--- src/hdl/nrmc_pkg.sv ---
// ---------------------------------------------------------------------------
// nrmc_pkg
// Types and character constants of the RMC sentence builder.
// ---------------------------------------------------------------------------
`default_nettype none

package nrmc_pkg;

  localparam int MAX_RUN = 8;
  localparam int RUN_IW  = $clog2(MAX_RUN);

  // ASCII characters used in the sentence
  localparam logic [7:0] CH_DOLLAR = 8'h24;
  localparam logic [7:0] CH_G      = 8'h47;
  localparam logic [7:0] CH_P      = 8'h50;
  localparam logic [7:0] CH_R      = 8'h52;
  localparam logic [7:0] CH_M      = 8'h4D;
  localparam logic [7:0] CH_C      = 8'h43;
  localparam logic [7:0] CH_COMMA  = 8'h2C;
  localparam logic [7:0] CH_A      = 8'h41;
  localparam logic [7:0] CH_N      = 8'h4E;
  localparam logic [7:0] CH_E      = 8'h45;
  localparam logic [7:0] CH_STAR   = 8'h2A;
  localparam logic [7:0] CH_CR     = 8'h0D;
  localparam logic [7:0] CH_LF     = 8'h0A;
  localparam logic [7:0] CH_ZERO   = 8'h30;

  // checksum of the header after '$'
  localparam logic [7:0] HDR_XOR = CH_G ^ CH_P ^ CH_R ^ CH_M ^ CH_C ^ CH_COMMA;

  // sentence phase: idle or inside field 1..5
  typedef enum logic [2:0] {
    PH_IDLE = 3'd0,
    PH_F1   = 3'd1,
    PH_F2   = 3'd2,
    PH_F3   = 3'd3,
    PH_F4   = 3'd4,
    PH_F5   = 3'd5
  } phase_t;

  // bytes produced by one input item
  typedef struct packed {
    logic                          has_items;
    logic                          ends_sentence;
    logic [RUN_IW-1:0]             last_idx;
    logic [MAX_RUN-1:0][7:0]       bytes;
  } run_t;

  // uppercase hex digit of the low nibble
  function automatic logic [7:0] hex_digit(input logic [3:0] v);
    logic [7:0] d;
    if (v < 4'd10) begin
      d = CH_ZERO + {4'd0, v};
    end else begin
      d = CH_A + {4'd0, v - 4'd10};
    end
    return d;
  endfunction

endpackage

`default_nettype wire

--- src/hdl/nrmc_encoder.sv ---
// ---------------------------------------------------------------------------
// nrmc_encoder
// Sentence phase and checksum state; builds the byte run for one item.
// ---------------------------------------------------------------------------
`default_nettype none

module nrmc_encoder import nrmc_pkg::*; (
  input  wire logic       clk,
  input  wire logic       rst,
  input  wire logic       accept,
  input  wire logic [7:0] in_byte,
  input  wire logic       start_req,
  output run_t            run
);

  phase_t     phase, phase_next;
  logic [7:0] running_xor, running_xor_next;
  logic [7:0] sum;

  // checksum at '*': three more commas fold into one
  assign sum = running_xor ^ CH_COMMA;

  // state registers, advanced on each accepted item
  always_ff @(posedge clk) begin
    if (rst) begin
      phase       <= PH_IDLE;
      running_xor <= '0;
    end else if (accept) begin
      phase       <= phase_next;
      running_xor <= running_xor_next;
    end
  end

  // next state
  always_comb begin
    phase_next       = phase;
    running_xor_next = running_xor;
    if (start_req) begin
      phase_next       = PH_F1;
      running_xor_next = HDR_XOR;
    end else if (in_byte != CH_COMMA) begin
      if (phase != PH_IDLE) begin
        running_xor_next = running_xor ^ in_byte;
      end
    end else begin
      unique case (phase)
        PH_F1: begin
          phase_next       = PH_F2;
          running_xor_next = running_xor ^ CH_A;
        end
        PH_F2: begin
          phase_next       = PH_F3;
          running_xor_next = running_xor ^ CH_N;
        end
        PH_F3: begin
          phase_next       = PH_F4;
          running_xor_next = running_xor ^ CH_E;
        end
        PH_F4: begin
          phase_next       = PH_F5;
          running_xor_next = running_xor ^ CH_COMMA;
        end
        PH_F5: begin
          phase_next       = PH_IDLE;
          running_xor_next = '0;
        end
        default: begin
          phase_next       = phase;
          running_xor_next = running_xor;
        end
      endcase
    end
  end

  // byte run for this item
  always_comb begin
    run               = '0;
    if (start_req) begin
      run.has_items   = 1'b1;
      run.last_idx    = RUN_IW'(6);
      run.bytes[0]    = CH_DOLLAR;
      run.bytes[1]    = CH_G;
      run.bytes[2]    = CH_P;
      run.bytes[3]    = CH_R;
      run.bytes[4]    = CH_M;
      run.bytes[5]    = CH_C;
      run.bytes[6]    = CH_COMMA;
    end else if (phase == PH_IDLE || (phase != PH_F1 && phase != PH_F2 &&
                 phase != PH_F3 && phase != PH_F4 && phase != PH_F5)) begin
      run.has_items   = 1'b0;
    end else if (in_byte != CH_COMMA) begin
      run.has_items   = 1'b1;
      run.bytes[0]    = in_byte;
    end else begin
      unique case (phase) inside
        PH_F1, PH_F2, PH_F3: begin
          run.has_items = 1'b1;
          run.last_idx  = RUN_IW'(2);
          run.bytes[0]  = CH_COMMA;
          run.bytes[1]  = (phase == PH_F1) ? CH_A : ((phase == PH_F2) ? CH_N : CH_E);
          run.bytes[2]  = CH_COMMA;
        end
        PH_F4: begin
          run.has_items = 1'b1;
          run.bytes[0]  = CH_COMMA;
        end
        PH_F5: begin
          run.has_items     = 1'b1;
          run.ends_sentence = 1'b1;
          run.last_idx      = RUN_IW'(MAX_RUN - 1);
          run.bytes[0]      = CH_COMMA;
          run.bytes[1]      = CH_COMMA;
          run.bytes[2]      = CH_COMMA;
          run.bytes[3]      = CH_STAR;
          run.bytes[4]      = hex_digit(sum[7:4]);
          run.bytes[5]      = hex_digit(sum[3:0]);
          run.bytes[6]      = CH_CR;
          run.bytes[7]      = CH_LF;
        end
        default: begin
          run.has_items = 1'b0;
        end
      endcase
    end
  end

endmodule

`default_nettype wire

--- src/hdl/nrmc_serializer.sv ---
// ---------------------------------------------------------------------------
// nrmc_serializer
// Result register: holds a byte run; hands out a byte a cycle unless stalled.
// ---------------------------------------------------------------------------
`default_nettype none

module nrmc_serializer import nrmc_pkg::*; (
  input  wire logic       clk,
  input  wire logic       rst,
  input  wire logic       load,
  input  wire run_t       run,
  output logic            free,
  output logic            m_tvalid,
  input  wire logic       m_tready,
  output logic [7:0]      m_tdata,
  output logic            m_tlast,
  output logic            m_tuser
);

  run_t              buffer;
  logic              buf_valid;
  logic [RUN_IW-1:0] idx;
  logic              take;
  logic              at_last;

  assign take    = buf_valid && m_tready;
  assign at_last = (idx == buffer.last_idx);
  // room for the next run when empty or once the final byte leaves
  assign free    = !buf_valid || (take && at_last);

  // control
  always_ff @(posedge clk) begin
    if (rst) begin
      buf_valid <= 1'b0;
      idx       <= '0;
    end else if (load && free) begin
      buf_valid <= 1'b1;
      idx       <= '0;
    end else if (take) begin
      if (at_last) begin
        buf_valid <= 1'b0;
        idx       <= '0;
      end else begin
        idx       <= idx + 1'b1;
      end
    end
  end

  // payload
  always_ff @(posedge clk) begin
    if (load && free) begin
      buffer <= run;
    end
  end

  assign m_tvalid = buf_valid;
  assign m_tdata  = buffer.bytes[idx];
  assign m_tlast  = at_last;
  assign m_tuser  = buffer.ends_sentence && at_last;

endmodule

`default_nettype wire

--- src/hdl/nmea_rmc_sentence_builder_top.sv ---
// ---------------------------------------------------------------------------
// nmea_rmc_sentence_builder_top
// Builds NMEA RMC sentences from a compact field stream.
// ---------------------------------------------------------------------------
//  channel  | dir | tdata            | tuser            | tlast
//  s_*      | in  | [7:0] in_byte    | [0] start_req    | -
//  m_*      | out | [7:0] out_byte   | [0] sentence_done| [0] last_of_run
//
//  An item producing N bytes holds s_tready low until its final byte is
//  taken; while m_tready is high, single-byte items flow at one per cycle
//  and the output register, which holds a whole run, drains it at one byte
//  per cycle. Reset is synchronous and clears the phase, the checksum and
//  the output register's valid flag and index at once. A stall on m_tready
//  holds the current byte and backs up into s_tready.
// ---------------------------------------------------------------------------
`default_nettype none

module nmea_rmc_sentence_builder_top import nrmc_pkg::*; (
  input  wire logic       clk,
  input  wire logic       rst,
  input  wire logic       s_tvalid,
  output logic            s_tready,
  input  wire logic [7:0] s_tdata,   // [7:0] in_byte
  input  wire logic       s_tuser,   // [0] start_req
  output logic            m_tvalid,
  input  wire logic       m_tready,
  output logic [7:0]      m_tdata,   // [7:0] out_byte
  output logic            m_tlast,
  output logic            m_tuser    // [0] sentence_done
);

  run_t run;
  logic free;
  logic accept;

  assign s_tready = free;
  assign accept   = s_tvalid && free;

  // state and run generation
  nrmc_encoder u_enc (
    .clk       (clk),
    .rst       (rst),
    .accept    (accept),
    .in_byte   (s_tdata),
    .start_req (s_tuser),
    .run       (run)
  );

  // output register and byte sequencing
  nrmc_serializer u_ser (
    .clk      (clk),
    .rst      (rst),
    .load     (accept && run.has_items),
    .run      (run),
    .free     (free),
    .m_tvalid (m_tvalid),
    .m_tready (m_tready),
    .m_tdata  (m_tdata),
    .m_tlast  (m_tlast),
    .m_tuser  (m_tuser)
  );

endmodule

`default_nettype wire

--- config.mk ---
export PLATFORM = sky130hd
export DESIGN_NAME = nmea_rmc_sentence_builder_top
export DESIGN_NICKNAME = d
export VERILOG_FILES = /design/src/hdl/nrmc_pkg.sv /design/src/hdl/nrmc_encoder.sv /design/src/hdl/nrmc_serializer.sv /design/src/hdl/nmea_rmc_sentence_builder_top.sv
export SDC_FILE = /design/constraint.sdc
export NUM_CORES = 1
export LEC_CHECK = 0
export BUFFER_PORTS_ARGS = -buffer_cell sky130_fd_sc_hd__buf_2
export CORE_MARGIN = 2
export CORE_UTILIZATION = 54
export DETAILED_ROUTE_END_ITERATION = 6
export MAX_ROUTING_LAYER = met4
export PLACE_DENSITY = 0.77
export SYNTH_ARGS = -nofsm -noshare
export SYNTH_HDL_FRONTEND = slang
export SYNTH_SLANG_ARGS = --single-unit
--- constraint.sdc ---
create_clock -name clk -period 3 [get_ports clk]
set_input_delay 0.9 -clock clk [delete_from_list [all_inputs] [get_ports clk]]
set_output_delay 0.9 -clock clk [all_outputs]
set_load 0.01 [all_outputs]
=== Word-level counts from Yosys, hierarchy flattened ===
Cells that the tools add are included.
Widths: inputs -> output; s select.

* Muxes and demuxes: 29
* Bitwise operators: 6
* Equal/unequal tests: 18
* Magnitude comparators: 3
* Reduce and logical (&&, ||, !) cells: 40
* $add $sub $neg: 7

{| class="wikitable"
|+ Operators with widths
! kind !! number
|-
| $mux 67 || 1
|-
| $mux 8 || 8
|-
| $mux 59 || 1
|-
| $pmux 8 s5 || 1
|-
| $mux 36 || 1
|-
| $pmux 14 s2 || 1
|-
| $bmux 8 s3 || 1
|-
| $ne 3x2->1 const B || 7
|-
| $reduce_bool 6->1 || 3
|-
| $add 7x4->8 const A || 2
|-
| $pmux 3 s5 || 1
|-
| $add 6x4->7 const A || 2
|-
| $reduce_and 6->1 || 2
|-
| $logic_and 1x1->1 || 10
|-
| $reduce_and 5->1 || 2
|-
| $reduce_bool 5->1 || 2
|-
| $mux 3 || 3
|-
| $lt 4x4->1 const B || 2
|-
| $mux 1 || 8
|-
| $ne 8x6->1 const B || 1
|-
| $reduce_and 4->1 || 2
|-
| $reduce_bool 4->1 || 2
|-
| $sub 4x4->4 const B || 2
|-
| $xor 8x8->8 || 1
|-
| other kinds (28) || 37
|}

* Word-level logic and storage cells: 131
* Register bits: 83
* Input port bits: 13
* Output and inout bits: 12

=== Longest topological paths before layout ===
* Depth after elaboration: 12
* Depth in mapped cells: 9
* Depth with buffers taken out: 7

=== Cells and area by module ===
A second synthesis with hierarchy kept.

* Cell total of the unflattened synthesis: 364
* Area, all modules: 4,491.8 um^2

{| class="wikitable"
|+ Modules (own cells, without submodules)
! module !! instances !! cells each !! area an instance (um^2) !! sequential area each (um^2)
|-
| nrmc_serializer || 1 || 131 || 2,886.5 || 2,122.0
|-
| nrmc_encoder || 1 || 231 || 1,592.8 || 220.2
|-
| nmea_rmc_sentence_builder_top || 1 || 2 || 12.5 || 0.0
|}

=== Worst setup path after synthesis ===
Ideal clock, no wire load.

* Path type: register -> register
* Start: register u_ser.idx[0]
* End: register u_ser.buffer[0] in the netlist's numbering (enable)
* Setup time: 0.395 ns
* Buffers on the path: 2
* Slack: 0.117 ns
* Stages on the path, launching flop included: 8
* Data required time: 2.605 ns
* Clock period less this slack: 2.883 ns
* Data arrival time: 2.488 ns
* Cell sequence: dfxtp_1 > clkbuf_1 > inv_1 > ha_1 > nand3_1 > o32ai_1 > buf_2 > o21a_1

* Longest elaborated chain between the ends: 6

{| class="wikitable"
|+ RTL lines
! element !! line !! RTL
|-
| from (decl) || nrmc_serializer.sv:22 || <nowiki>logic [RUN_IW-1:0] idx;</nowiki>
|-
| from (signal assigned) || nrmc_serializer.sv:44 || <nowiki>idx <= idx + 1'b1;</nowiki>
|-
| $eq 3x3->1 (*) || nrmc_serializer.sv:27 || <nowiki>assign at_last = (idx == buffer.last_idx);</nowiki>
|-
| $logic_and 1x1->1 (*) || nrmc_serializer.sv:29 || <nowiki>assign free = !buf_valid || (take && at_last);</nowiki>
|-
| $logic_or 1x1->1 (*) || nrmc_serializer.sv:29 ||
|-
| $logic_and 1x1->1 || nmea_rmc_sentence_builder_top.sv:37 || <nowiki>assign accept = s_tvalid && free;</nowiki>
|-
| $logic_and 1x1->1 || nmea_rmc_sentence_builder_top.sv:53 || <nowiki>.load (accept && run.has_items),</nowiki>
|-
| $logic_and 1x1->1 (*) || nrmc_serializer.sv:51 || <nowiki>if (load && free) begin</nowiki>
|-
| to (signal assigned) || nrmc_serializer.sv:52 || <nowiki>buffer <= run;</nowiki>
|-
| to (decl) || nrmc_serializer.sv:20 || <nowiki>run_t buffer;</nowiki>
|}

Mark *: on every way between the ends. The rest lies on a longest branch, timed or not.
A chain may end at the register's enable or synchronous reset.

=== Final worst setup path ===
* Start: register u_ser.idx[1]
* End: output port m_tdata[3]

* Longest elaborated chain between the ends: 2

{| class="wikitable"
|+ RTL lines
! element !! line !! RTL
|-
| $bmux 8 s3 || nrmc_serializer.sv:57 || <nowiki>assign m_tdata = buffer.bytes[idx];</nowiki>
|-
| $mux 8 (implied by the code) || nrmc_serializer.sv:57 ||
|-
| to (decl) || nmea_rmc_sentence_builder_top.sv:27 || <nowiki>output logic [7:0] m_tdata,</nowiki>
|}

Every way passes these cells. The select of a mux whose other input is x is not followed.

==> out/results.md <==
• Port Buffers: 24
• Placement Rows: 26
• worst-margin pin slew: 0.7948 ns
• final wirelength: 6634 um
• Chip Width: 76.65 um
• antenna violations before repair: 0
• Worst setup SP type: flip-flop
• worst-case clock skew: 0.002930 ns
• count of H-tree levels built during CTS: 2
• worst vdd ir: 0.0002212 V
• R2R Setup Slk: 0.76 ns
• via-per-instance ratio: 6.013
• number of design rule violations left after detail routing: 0
• power density of the placed cells: 462.7 nW/um2
• unrepaired setup endpoints after global routing: no
• Endpoint, Worst Hold: u_enc.running_xor[6]
• Yosys warning count: 0
• CTS max path bufs: 2
• largest fanout on the critical path: 17
• cell area after technology mapping: 2850 um2
• clk slew on worst S/H paths: 0.08 ns
• area inside the core boundary: 5107 um2
• part of the Yosys area used for sequential elements: 0.4530
• worst-case reg-to-reg path depth: 7
• most used routing layer in global routing: met2
• post-route total power: 1.475 mW
• largest area contributor in the netlist: edfxtp_1
• most common flop cell mapped by yosys: edfxtp_1
• Inserted Clock Buffers: 5
• final net count: 350
• # IOs: 25
• number of clock sinks: 48
• Detailed Route Iter0 Violations: 192
• relative slew slack: 0.4690
• Cells after Synth: 304
• CTS tree: done
• combined area of the multi-input logic cells: 1403 um2
• Fillers: 455
• Remaining Overflow, GRT: 0
• critical path type: reg -> out
• number of synthesized flops with an enable pin: 33
• cell depth of the worst min-delay path: 2
• Root Buffer Master: clkbuf_8
• hold buffers post-CTS: 0
• max cap viols: 0
• endpoint arrival time on the critical path: 1.81 ns
• share of synthesized registers carrying an async set or reset: 0
• global routing usage on met1: 0.3287
• met2 routing resource usage after global routing: 0.3779
• routability-driven placement congestion ratio: 0.9754
• total routing usage reported by global routing: 0.2432
• fin. max-slew vios: 0
• sum of negative setup slack: 0 ns
• start of the worst register-to-register path: u_ser.idx[0]
• proportion of netlist area held by the largest area contributor: 0.3477
• drt first pass iters: 4
• list of most frequent post-synthesis cells: a21oi_1, edfxtp_1, nand2_1
• hold path startpoint: u_enc.running_xor[6]
• post-detailed-placement half-perimeter wirelength: 4899 um
• global-route wire length before repair: 11,040 um
• part of the cycle the worst path needs: 0.9020
• Synthesized Nets: 326
• Sequential cell area: 1292 um2
• highest clock frequency the design can meet: 369.6 MHz
• Antenna Cells: 0
• Die Area: 5875 um2
• run status: completed
• ranking of synthesized cells by area: edfxtp_1, dfxtp_1, a21oi_1
• endpoints failing hold: 0
• minimum clock period: 2.706 ns
• count of state elements after synthesis: 48
• proportion of layout cells with a drive suffix above 1: 0.1611
• number of antenna-violating nets in the routed design: 0
• post-DR wirelength/cell: 16.63 um
• Layout Cells excl Fill: 399
• required time reported for the critical path endpoint: 2.10 ns
• Placed Cells: 391
• Pleak: 1.229 nW
• type of the tightest min-delay check: reg -> reg
• routing usage on met3: 0.04353
• vias in the first global route: 2,192
• CP Capture Type: primary output
• maximum number of pins on one net before global-route repair: 38
• endpoints failing setup: 0
• Synth cell types: 56
• total number of vias: 2,399
• average cell area after synthesis: 9.376 um2
• Die Y: 76.65 um
• worst skew pair latency: 0.30 ns
• initial core utilization: 0.5581
• end of the worst register-to-register path: u_ser.buffer[28]
• area growth from synthesis to final layout: 11.85%
state kept, by name, summed over array words and instances (netlist names):
register	count
u_ser.idx	3
u_enc.running_xor	8
u_enc.phase	3
u_ser.buffer	33
u_ser.m_tvalid	1
cell usage in the layout (no fill, tap or decap), types with 3 or more instances in the layout:
master / netlist / routed
nand2_1: 33 / 33
and3_1: 7 / 7
a211oi_1: 3 / 3
xnor2_1: 4 / 4
o22ai_1: 4 / 4
ha_1: 9 / 9
nor3b_1: 3 / 3
a21oi_1: 33 / 33
mux2i_1: 11 / 11
o21ai_0: 22 / 22
nor2_1: 20 / 20
inv_1: 20 / 20
or3_1: 3 / 3
buf_4: 1 / 11
nand2b_1: 4 / 4
dfxtp_1: 15 / 14
o32ai_1: 3 / 3
clkbuf_8: 0 / 5
a31oi_1: 8 / 8
nor3_1: 9 / 9
xor2_1: 3 / 3
buf_2: 4 / 24
edfxtp_1: 33 / 33
worst max path at each step:
stage / to / startpoint / slack (ns) / cells past startpoint
final: m_tdata[3] / u_ser.idx[1] / 0.29 / 4
after global routing: s_tready / u_ser.idx[0] / 0.16 / 7
after CTS: m_tdata[3] / u_ser.idx[2] / 0.11 / 3
after detailed placement: u_ser.buffer[32] / s_tdata[4] / 0.41 / 7
after global placement: u_ser.buffer[32] / s_tdata[4] / 0.45 / 7
after floorplan: u_ser.buffer[0] / u_ser.idx[0] / 0.12 / 7
metal layers:
| metal | vias to the layer above | wire length [um] |
|---|---|---|
| met4 | 0 | 59 |
| met2 | 101 | 3228 |
| met5 | - | 0 |
| li1 | 1167 | - |
| met3 | 6 | 404 |
| met1 | 1125 | 2941 |
cells by family after synthesis:
kind of cell             share of synthesized area
AO/OA/AOI/OAI                               0.2173
XOR/XNOR                                   0.02151
buffers and inverters                      0.05487
multiplexers                               0.05443
adder cells (fa/ha/maj)                    0.03951
AND/OR/NAND/NOR                             0.1593
flip-flops                                  0.4530
layout make-up:
class                           instances  area share
Multi-Input combinational cell        217      0.4400
Inverter                               20     0.02355
Tap cell                               70     0.02747
Clock buffer                            6     0.02276
Clock inverter                          2     0.01099
Timing Repair Buffer                   36     0.06986
Sequential cell                        48      0.4054
worst max-delay path, stage by stage (launching register included):
cell,delay [ns]
dfxtp_1,0.51
buf_4,0.28
mux4_2,0.31
mux2_2,0.27
buf_2,0.14
timing repair:
item	in CTS	in global routing
endpoints found under the setup margin	0	1
resized for setup	0	1
buffers inserted	0	0
through the flow:
step,hold slack (ns),cell area (um2),util,setup WS (ns)
4_1_cts,0.5512,3187,0.6240,0.1059
3_5_place_dp,0.5354,3079,0.6029,0.4097
2_1_floorplan,0.4942,2850,-,0.1171
5_1_grt,0.6106,3188,0.6242,0.1608
6_report,0.5515,3188,0.6242,0.2941
3_3_place_gp,0.5224,3079,0.6029,0.4511
power breakdown:
group / switching (mW) / internal, mW
registers: 0.0289 / 0.749
clock network: 0.212 / 0.247
logic: 0.140 / 0.0970
total: 0.382 / 1.09
No activity file was read; power rests on OpenSTA's default activity.
